### src/rtl/peer_address_table_unit_defines.svh
// Assertion macros shared by the peer address table RTL.
// No dependencies; included by the modules that carry assertions.
`ifndef PEER_ADDRESS_TABLE_UNIT_DEFINES_SVH
`define PEER_ADDRESS_TABLE_UNIT_DEFINES_SVH
`ifndef SYNTH
`define PAT_ASSERT_IMPL(label, clk, rst_n, a, b) \
    label: assert property (@(posedge clk) disable iff (!rst_n) (a) |-> (b)) \
        else $error("pat assertion failed");
`define PAT_ASSERT_NEXT(label, clk, rst_n, a, b) \
    label: assert property (@(posedge clk) disable iff (!rst_n) (a) |=> (b)) \
        else $error("pat assertion failed");
`else
`define PAT_ASSERT_IMPL(label, clk, rst_n, a, b)
`define PAT_ASSERT_NEXT(label, clk, rst_n, a, b)
`endif
`endif

### src/rtl/pat_pkg.sv
// Types and constants for the peer address table.
// No dependencies.
package pat_pkg;
    localparam int IDENT_W = 384;
    localparam int IDX_W   = 16;

    localparam logic [2:0] FN_ROUND  = 3'd0;
    localparam logic [2:0] FN_PONG   = 3'd1;
    localparam logic [2:0] FN_ENUM   = 3'd2;
    localparam logic [2:0] FN_DELETE = 3'd3;
    localparam logic [2:0] FN_READ   = 3'd4;
    localparam logic [2:0] FN_FLUSH  = 3'd5;

    localparam logic [2:0] OP_NOP    = 3'd0;
    localparam logic [2:0] OP_ROUND  = 3'd1;
    localparam logic [2:0] OP_PONG   = 3'd2;
    localparam logic [2:0] OP_ENUM   = 3'd3;
    localparam logic [2:0] OP_DELETE = 3'd4;
    localparam logic [2:0] OP_READ   = 3'd5;
    localparam logic [2:0] OP_FLUSH  = 3'd6;

    localparam logic [2:0] ST_OK        = 3'd0;
    localparam logic [2:0] ST_NOT_FOUND = 3'd1;
    localparam logic [2:0] ST_FULL      = 3'd2;
    localparam logic [2:0] ST_SHORT     = 3'd3;
    localparam logic [2:0] ST_BAD_INDEX = 3'd4;

    localparam logic [1:0] REG_CACHE_EN  = 2'd0;
    localparam logic [1:0] REG_FLUSH_INT = 2'd1;

    localparam logic [15:0] MIN_PAYLOAD    = 16'd49;
    localparam logic [63:0] FLUSH_INT_INIT = 64'd60000000000;
    localparam logic [3:0]  LAST_WORD      = 4'd8;

    typedef struct packed {
        logic [2:0]         op;
        logic               short_pl;
        logic [47:0]        address;
        logic [63:0]        now;
        logic [IDENT_W-1:0] ident;
        logic [IDX_W-1:0]   idx;
    } cmd_t;
endpackage

### src/rtl/pat_front.sv
// Front end: decodes commands and queues them for the table engine.
// Depends on pat_pkg.
`include "peer_address_table_unit_defines.svh"
module pat_front
    import pat_pkg::*;
(
    input  logic         clk,
    input  logic         rst_n,
    input  logic         start,
    output logic         busy,
    input  logic [2:0]   func,
    input  logic [47:0]  address,
    input  logic [63:0]  now,
    input  logic [15:0]  payload_length,
    input  logic [IDENT_W-1:0] ident,
    input  logic [IDX_W-1:0]   idx,
    output logic         q_valid,
    output cmd_t         q_cmd,
    input  logic         q_pop
);
    cmd_t       fifo_reg [2];
    logic       wr_ptr_reg, rd_ptr_reg;
    logic [1:0] cnt_reg;
    logic       push;
    cmd_t       cmd_in;

    always_comb
    begin
        cmd_in          = '0;
        cmd_in.address  = address;
        cmd_in.now      = now;
        cmd_in.ident    = ident;
        cmd_in.idx      = idx;
        cmd_in.short_pl = payload_length < MIN_PAYLOAD;
        unique case (func)
            FN_ROUND:  cmd_in.op = OP_ROUND;
            FN_PONG:   cmd_in.op = OP_PONG;
            FN_ENUM:   cmd_in.op = OP_ENUM;
            FN_DELETE: cmd_in.op = OP_DELETE;
            FN_READ:   cmd_in.op = OP_READ;
            FN_FLUSH:  cmd_in.op = OP_FLUSH;
            default:   cmd_in.op = OP_NOP;
        endcase
    end

    assign busy    = cnt_reg[1];
    assign push    = start && !busy;
    assign q_valid = cnt_reg != 2'd0;
    assign q_cmd   = fifo_reg[rd_ptr_reg];

    always_ff @(posedge clk)
    begin
        if (push)
        begin
            fifo_reg[wr_ptr_reg] <= cmd_in;
        end
    end

    always_ff @(posedge clk or negedge rst_n)
    begin
        if (!rst_n)
        begin
            wr_ptr_reg <= 1'b0;
            rd_ptr_reg <= 1'b0;
            cnt_reg    <= 2'd0;
        end
        else
        begin
            if (push)
            begin
                wr_ptr_reg <= !wr_ptr_reg;
            end
            if (q_pop)
            begin
                rd_ptr_reg <= !rd_ptr_reg;
            end
            cnt_reg <= cnt_reg + {1'b0, push} - {1'b0, q_pop};
        end
    end

    `PAT_ASSERT_IMPL(a_cnt_max, clk, rst_n, 1'b1, cnt_reg <= 2'd2)
    `PAT_ASSERT_IMPL(a_pop_nonempty, clk, rst_n, q_pop, cnt_reg != 2'd0)
    `PAT_ASSERT_NEXT(a_push_fills, clk, rst_n, push && !q_pop, cnt_reg != 2'd0)
endmodule

### config.mk
export PLATFORM = sky130hd
export DESIGN_NAME = pat_front
export DESIGN_NICKNAME = d
export VERILOG_FILES = /design/src/rtl/pat_pkg.sv /design/src/rtl/pat_front.sv
export VERILOG_INCLUDE_DIRS = /design/src /design/src/rtl
export SDC_FILE = /design/constraint.sdc
export NUM_CORES = 1
export LEC_CHECK = 0
export BUFFER_PORTS_ARGS = -buffer_cell sky130_fd_sc_hd__buf_2
export CORE_AREA = 5 5 412 414
export DETAILED_ROUTE_END_ITERATION = 8
export DIE_AREA = 0 0 417 419
export GPL_TIMING_DRIVEN = 0
export PLACE_DENSITY = 0.42
export SETUP_SLACK_MARGIN = 0.1
export SLEW_MARGIN = 20
export SYNTH_ARGS = -nofsm -noshare
export SYNTH_HDL_FRONTEND = slang
export SYNTH_SLANG_ARGS = --single-unit
### constraint.sdc
create_clock -name clk -period 26.2 [get_ports clk]
set_input_delay 1.31 -clock clk [delete_from_list [all_inputs] [get_ports clk]]
set_output_delay 1.31 -clock clk [all_outputs]
set_load 0.05 [all_outputs]
==> results of run 1 <==
[per-layer routing]
layer	track usage	vias up	part of all wire
met5	0.000556	-	0.0010
met4	0.0598	18	0.035
met3	0.0478	237	0.074
met2	0.238	687	0.52
met1	0.149	10340	0.37
li1	-	9105	-
[where the power goes]
part	internal, W	total, W	switching (W)
logic	0.000805	0.00284	0.00204
clock network	0.000894	0.00155	0.000660
registers	0.00217	0.00222	0.0000517
total	0.00387	0.00661	0.00275
[cells in the mapped netlist, drive strengths merged]
library cell / instances
o2111a: 1
edfxtp: 1032
inv: 2
nor2: 4
buf: 58
nand2b: 1
a21oi: 1
xor2: 1
dfrtp: 4
nand2: 2
ha: 2
xnor2: 3
mux2i: 1
nor4: 3
mux2: 517
or2: 1
[placed cells by master, fill, tap and decap left out, types with 4 or more instances in the layout]
cell        synthesis  final
clkinv_2            0     22
edfxtp_1         1032   1032
bufinv_16           0      5
clkinv_1            0     28
buf_16              0     32
clkbuf_1            0     28
mux2_4            130    130
diode_2             0     32
buf_6              16     16
clkinvlp_4          0      4
buf_12              0     25
clkbuf_16           0    122
mux2_2            387    387
buf_2              42   1094
dfrtp_1             4      4
[worst max-delay path, delay by kind of cell, from the launching register on]
family	cells	cell delay, ns
buffers and inverters	4	1.34
muxes	1	0.38
DFF	1	0.31
[stage by stage]
stage               power [W]  cell area (sq um)  hold WS (ns)   util  worst slack [ns]
global placement      0.00558              46000         0.481  0.277            -15.70
finish                0.00661              51100         0.373  0.308             22.08
floorplan             0.00453              37900         0.468      -              2.02
global route          0.00689              51000         0.288  0.308             21.80
CTS                   0.00675              51000         0.245  0.307             21.78
detailed placement    0.00516              47400         0.494  0.285             22.23
[cells by family (layout without fill, tap and decap cells)]
family                   after synthesis  in the layout  synth area share
adder cells (fa/ha/maj)                2              2          0.000660
XOR/XNOR                               4              4          0.000924
buffers and inverters                 60           1385            0.0105
other                                  0             32                 0
multiplexers                         518            518             0.167
AO/OA/AOI/OAI                          2              2          0.000429
AND/OR/NAND/NOR                       11             11           0.00142
flip-flops                          1036           1036             0.819
[worst max path at each step]
stage | end | slack, ns | cells after the start
6_report | q_cmd[204] | 22.08 | 5
5_1_grt | q_cmd[198] | 21.80 | 5
4_1_cts | q_cmd[204] | 21.78 | 5
3_5_place_dp | fifo_reg[0][407]$_DFFE_PP_ | 22.23 | 10
3_3_place_gp | fifo_reg[0][365]$_DFFE_PP_ | -15.70 | 3
2_1_floorplan | fifo_reg[0][0]$_DFFE_PP_ | 2.02 | 2
[cell type report]
type                            instances  area, sq um
Clock inverter                         66          467
Buffer                                 58          390
Clock buffer                          150         3160
Antenna cell                           32         80.1
Fill cell                           16557       115000
Sequential cell                      1036        31100
Multi-Input combinational cell        537         6460
Inverter                                2         7.51
Tap cell                             2204         2760
Timing Repair Buffer                 1109         6650
==> flow_summary.json, run 1 <==
{
  "outcome": "finished, final reports clean",
  "fmax_ghz": 0.243,
  "drt-vias-per-instance": 3.93,
  "drt-pass1-iter-count": 5,
  "core_sq_um": 166000,
  "ir_worst_vdd_uv": 60.7,
  "crit_path_max_incr_delay_ns": 0.52,
  "start_kind": "flip-flop",
  "maxCapViolations": 0,
  "h-tree-depth": 3,
  "initial_core_util": 0.229,
  "worst_setup_path_end_kind": "output pin",
  "netlist_instances": 1633,
  "fin_nets": 3399,
  "syn_nets": 2170,
  "synth.ff_latch_count": 1036,
  "route.detailed.drc": 0,
  "vias": 20387,
  "gr-usage-all-layers": 0.136,
  "syn_area_sq_um": 37900,
  "drtIter0Drc": 1033,
  "floorplan.rows": 150,
  "hold_buffers": 0,
  "synth.avg_cell_area_sq_um": 23.2,
  "ant_nets": 0,
  "power.static_leakage_nw": 18.9,
  "insertion_delay_ns": 0.74,
  "dp.cells": 4946,
  "cts_inserted_buffers": 118,
  "critPathSlowestCell": "buf_2",
  "largest_register_ffs": 1032,
  "netlist.top_cell.by_area": "edfxtp_1",
  "fp.dieArea_sq_um": 175000,
  "timing.final.max_slew_violations": 0,
  "dp_hpwl_um": 96400,
  "finalSetupTns_ns": 0,
  "grt_max_degree": 24,
  "ios": 1053,
  "cts_max_path_buffers": 3,
  "crit_chain": "buf_2 -> buf_2 -> buf_2 -> mux2_2 -> buf_2",
  "synth_area_leaders": "edfxtp_1, mux2_2, mux2_4",
  "cp_common_cell": "buf_2",
  "wire_per_inst_um": 23.9,
  "critPathRequiredTime_ns": 24.89,
  "cts_setup_buffers": 0,
  "io_buffers": 1052,
  "min_path_type": "primary input to async pin",
  "yosysSeqAreaShare": 0.819,
  "yosys_warnings": 0,
  "cts_tree": "yes",
  "r2r_start": "cnt_reg[1]$_DFF_PN0_",
  "wirelength_um": 124000,
  "grt_pass1_wl_um": 165000,
  "cts_resized": 0,
  "reg2reg_depth": 9,
  "areaGrowthSynthToFinish_pct": 34.6,
  "period_needed_ns": 4.12,
  "crit_type": "flip-flop to output pin",
  "synthDistinctLibCells": 18,
  "fin_worst_skew_ns": 0.0267,
  "gp_congestion": 0.781,
  "critPathMaxFanout": 10,
  "cts_sinks": 1036,
  "die_y_um": 419,
  "stdcell_count": 5194,
  "rr_endpoint": "fifo_reg[0][407]$_DFFE_PP_",
  "grt_overflow": 0,
  "post-route-period-util": 0.157,
  "worstMarginPinSlew_ns": 0.721,
  "hold_viol": 0,
  "die_w_um": 417,
  "final_layout_size_suffix_gt1_frac": 0.624,
  "first_global_vias": 21136,
  "rsz0062_at_grt": "no",
  "cp-startpoint": "rd_ptr_reg$_DFFE_PN0P_",
  "reg2reg_slack_ns": 23.15,
  "synth.top_cell.area_share": 0.817,
  "setup_viol": 0,
  "antenna_found_initial": 76,
  "cp.arrival_ns": 2.81,
  "root_buffer": "clkbuf_16",
  "clk_pin_slew_worst_paths_ns": 0.06,
  "power_density_nw_per_um2": 130,
  "maxSlewHeadroom": 0.518
}
Note: power is estimated with default switching activity, not from simulation.
==> run 2: changes to the inputs <==
--- a/config.mk
+++ b/config.mk
@@ -11,7 +11,7 @@
 export DETAILED_ROUTE_END_ITERATION = 8
 export DIE_AREA = 0 0 417 419
 export GPL_TIMING_DRIVEN = 0
-export PLACE_DENSITY = 0.42
+export PLACE_DENSITY = 0.43
 export SETUP_SLACK_MARGIN = 0.1
 export SLEW_MARGIN = 20
 export SYNTH_ARGS = -nofsm -noshare
==> constraint.sdc (replaced) <==
create_clock -name clk -period 3.4 [get_ports clk]
set_input_delay 0.17 -clock clk [delete_from_list [all_inputs] [get_ports clk]]
set_output_delay 0.17 -clock clk [all_outputs]
set_load 0.05 [all_outputs]
==> run 2 against run 1 <==
Effect of this change:
- sequential share of layout area shrank 5.6 points
- utilization grew 3.1 points
- wire length grew 4.7%
- global-route usage grew 0.65 points
- final cell count grew 9.6%
- flip-flop and latch count is the same
- register-to-register slack lost 22 ns
- clock power grew to 8.0 times the previous value
- cell area grew 10%
- worst setup slack lost 22 ns
- critical endpoint is now q_cmd[179]
- largest power group unchanged
- highest routed layer is now met4
==> flow_summary.json, run 2 (synthesized netlist as in run 1, its figures left out) <==
{
  "outcome": "finished, final reports clean",
  "vias": 22299,
  "floorplan.rows": 150,
  "dpl_cell_area_sq_um": 47200,
  "layout_common_cells": "buf_2, edfxtp_1, dlygate4sd3_1",
  "worstMarginPinSlew_ns": 0.478,
  "largest_register_ffs": 1032,
  "wirelength_um": 130000,
  "ir_worst_vdd_uv": 474,
  "fin_util": 0.339,
  "cts_setup_buffers": 0,
  "layout_setup_ws_ns": 0.485,
  "gr-usage-all-layers": 0.143,
  "final_layout_size_suffix_gt1_frac": 0.534,
  "grt_pass1_wl_um": 177000,
  "cts_tree": "yes",
  "final_area_sq_um": 56300,
  "critPathMaxFanout": 10,
  "fmax_ghz": 0.343,
  "grt_max_degree": 24,
  "drt-pass1-iter-count": 5,
  "insertion_delay_ns": 0.72,
  "wire_per_inst_um": 22.8,
  "cp_common_cell": "buf_2",
  "critPathSlowestCell": "buf_2",
  "r2r_start": "cnt_reg[1]$_DFF_PN0_",
  "areaGrowthSynthToFinish_pct": 48.3,
  "dp_hpwl_um": 100000,
  "die_w_um": 417,
  "cts_max_path_buffers": 3,
  "maxCapViolations": 0,
  "h-tree-depth": 3,
  "drtIter0Drc": 1005,
  "switching_share": 0.414,
  "reg2reg_depth": 8,
  "internal_power_w": 0.0304,
  "rsz0062_at_grt": "no",
  "grt_overflow": 0,
  "first_global_vias": 23617,
  "p_seq_frac": 0.329,
  "cts_inserted_buffers": 117,
  "switchingPower_w": 0.0215,
  "layout_commonest_cell": "buf_2",
  "setup_viol": 0,
  "ios": 1053,
  "cp.arrival_ns": 2.75,
  "clockPowerShare": 0.239,
  "fin_nets": 3919,
  "hold_viol": 0,
  "critPathRequiredTime_ns": 3.23,
  "min_from": "now[4]",
  "gp_congestion": 0.800,
  "cts_sinks": 1036,
  "hold_depth": 2,
  "dp.cells": 4944,
  "crit_path_max_incr_delay_ns": 0.46,
  "maxSlewHeadroom": 0.680,
  "die_y_um": 419,
  "start_kind": "flip-flop",
  "fp.dieArea_sq_um": 175000,
  "drt-vias-per-instance": 3.92,
  "period_needed_ns": 2.92,
  "power_density_nw_per_um2": 923,
  "total_power_w": 0.0520,
  "min_to": "fifo_reg[1][404]$_DFFE_PP_",
  "clk_pin_slew_worst_paths_ns": 0.06,
  "worst_setup_path_end_kind": "output pin",
  "power.static_leakage_nw": 21.2,
  "reg2reg_slack_ns": 0.72,
  "route.detailed.drc": 0,
  "core_sq_um": 166000,
  "io_buffers": 1052,
  "stdcell_count": 5691,
  "antenna_found_initial": 44,
  "p_comb_frac": 0.432,
  "crit_chain": "buf_2 -> buf_4 -> buf_2 -> mux2_2 -> buf_2",
  "initial_core_util": 0.229,
  "ant_nets": 0,
  "root_buffer": "clkbuf_16",
  "dp_slack_ns": 0.682,
  "min_path_type": "primary input to flip-flop",
  "crit_type": "flip-flop to output pin",
  "fin_worst_skew_ns": 0.0409,
  "post-route-period-util": 0.857,
  "timing.final.max_slew_violations": 0,
  "fillCellCount": 16216,
  "rr_endpoint": "fifo_reg[0][278]$_DFFE_PP_"
}
[run 2: cell count changes in the layout (fill, tap and decap cells not counted), moves of 9 or more]
cell | before | now
clkbuf_1 | 28 | 17
dlygate4sd3_1 | 0 | 523
diode_2 | 32 | 7
buf_16 | 32 | 21
buf_12 | 25 | 34
[run 2: worst max-delay path: cells and delay by family, from the launching register on]
kind                   cells  cell delay (ns)
flip-flops                 1             0.32
multiplexers               1             0.45
buffers and inverters      4             1.20
[run 2: routing by layer]
metal | global-route usage | routed length, um | vias up
met5 | 0 | 0 | -
met4 | 0.0450 | 3750 | 0
met3 | 0.0402 | 8400 | 208
met2 | 0.254 | 67600 | 682
met1 | 0.166 | 50000 | 11306
li1 | - | - | 10103
[run 2: area by class of cell]
cell class / count / area (sq um) / area share
multi-input combinational: 537 / 6470 / 0.115
buffer: 58 / 393 / 0.00698
antenna: 7 / 17.5 / 0.000311
sequential: 1036 / 31100 / 0.553
inverter: 2 / 7.51 / 0.000133
tap: 2204 / 2760 / 0.0490
timing repair buffer: 1630 / 11800 / 0.209
clock inverter: 82 / 757 / 0.0135
clock buffer: 135 / 3020 / 0.0536
[run 2: through the flow]
| step | TNS, ns | hold WS [ns] |
|---|---|---|
| 2_1_floorplan | -5559.26 | -0.126 |
| 3_3_place_gp | - | -0.0150 |
| 3_5_place_dp | 0 | -0.00981 |
| 4_1_cts | 0 | 0.0473 |
| 5_1_grt | 0 | 0.0969 |
| 6_report | 0 | 0.172 |
[run 2: timing repair]
action                     in CTS  in global routing
setup endpoints to repair      22                  0
hold endpoints to repair     1056                  0
resized for setup               1                  0
hold buffers                  523                  0
[run 2: worst max-delay path by stage]
| stage | from | to | slack, ns | depth (start not counted) |
|---|---|---|---|---|
| after floorplan | cnt_reg[1]$_DFF_PN0_ | fifo_reg[0][0]$_DFFE_PP_ | -5.39 | 2 |
| final | rd_ptr_reg$_DFFE_PN0P_ | q_cmd[179] | 0.48 | 5 |
| after detailed placement | cnt_reg[1]$_DFF_PN0_ | fifo_reg[0][285]$_DFFE_PP_ | 0.68 | 8 |
| after global routing | rd_ptr_reg$_DFFE_PN0P_ | q_cmd[179] | 0.23 | 5 |
| after CTS | rd_ptr_reg$_DFFE_PN0P_ | q_cmd[180] | 0.16 | 5 |
| after global placement | cnt_reg[1]$_DFF_PN0_ | fifo_reg[1][456]$_DFFE_PP_ | -11.42 | 2 |
[run 2: power by group through the flow]
| stage | Combinational (W) | Sequential, W | Clock (W) |
|---|---|---|---|
| after floorplan | 0.0153 | 0.0180 | 0 |
| after global placement | 0.0187 | 0.0170 | 0 |
| after detailed placement | 0.0224 | 0.0174 | 0 |
| after CTS | 0.0230 | 0.0171 | 0.0129 |
| after global routing | 0.0234 | 0.0173 | 0.0135 |
| final | 0.0224 | 0.0171 | 0.0124 |
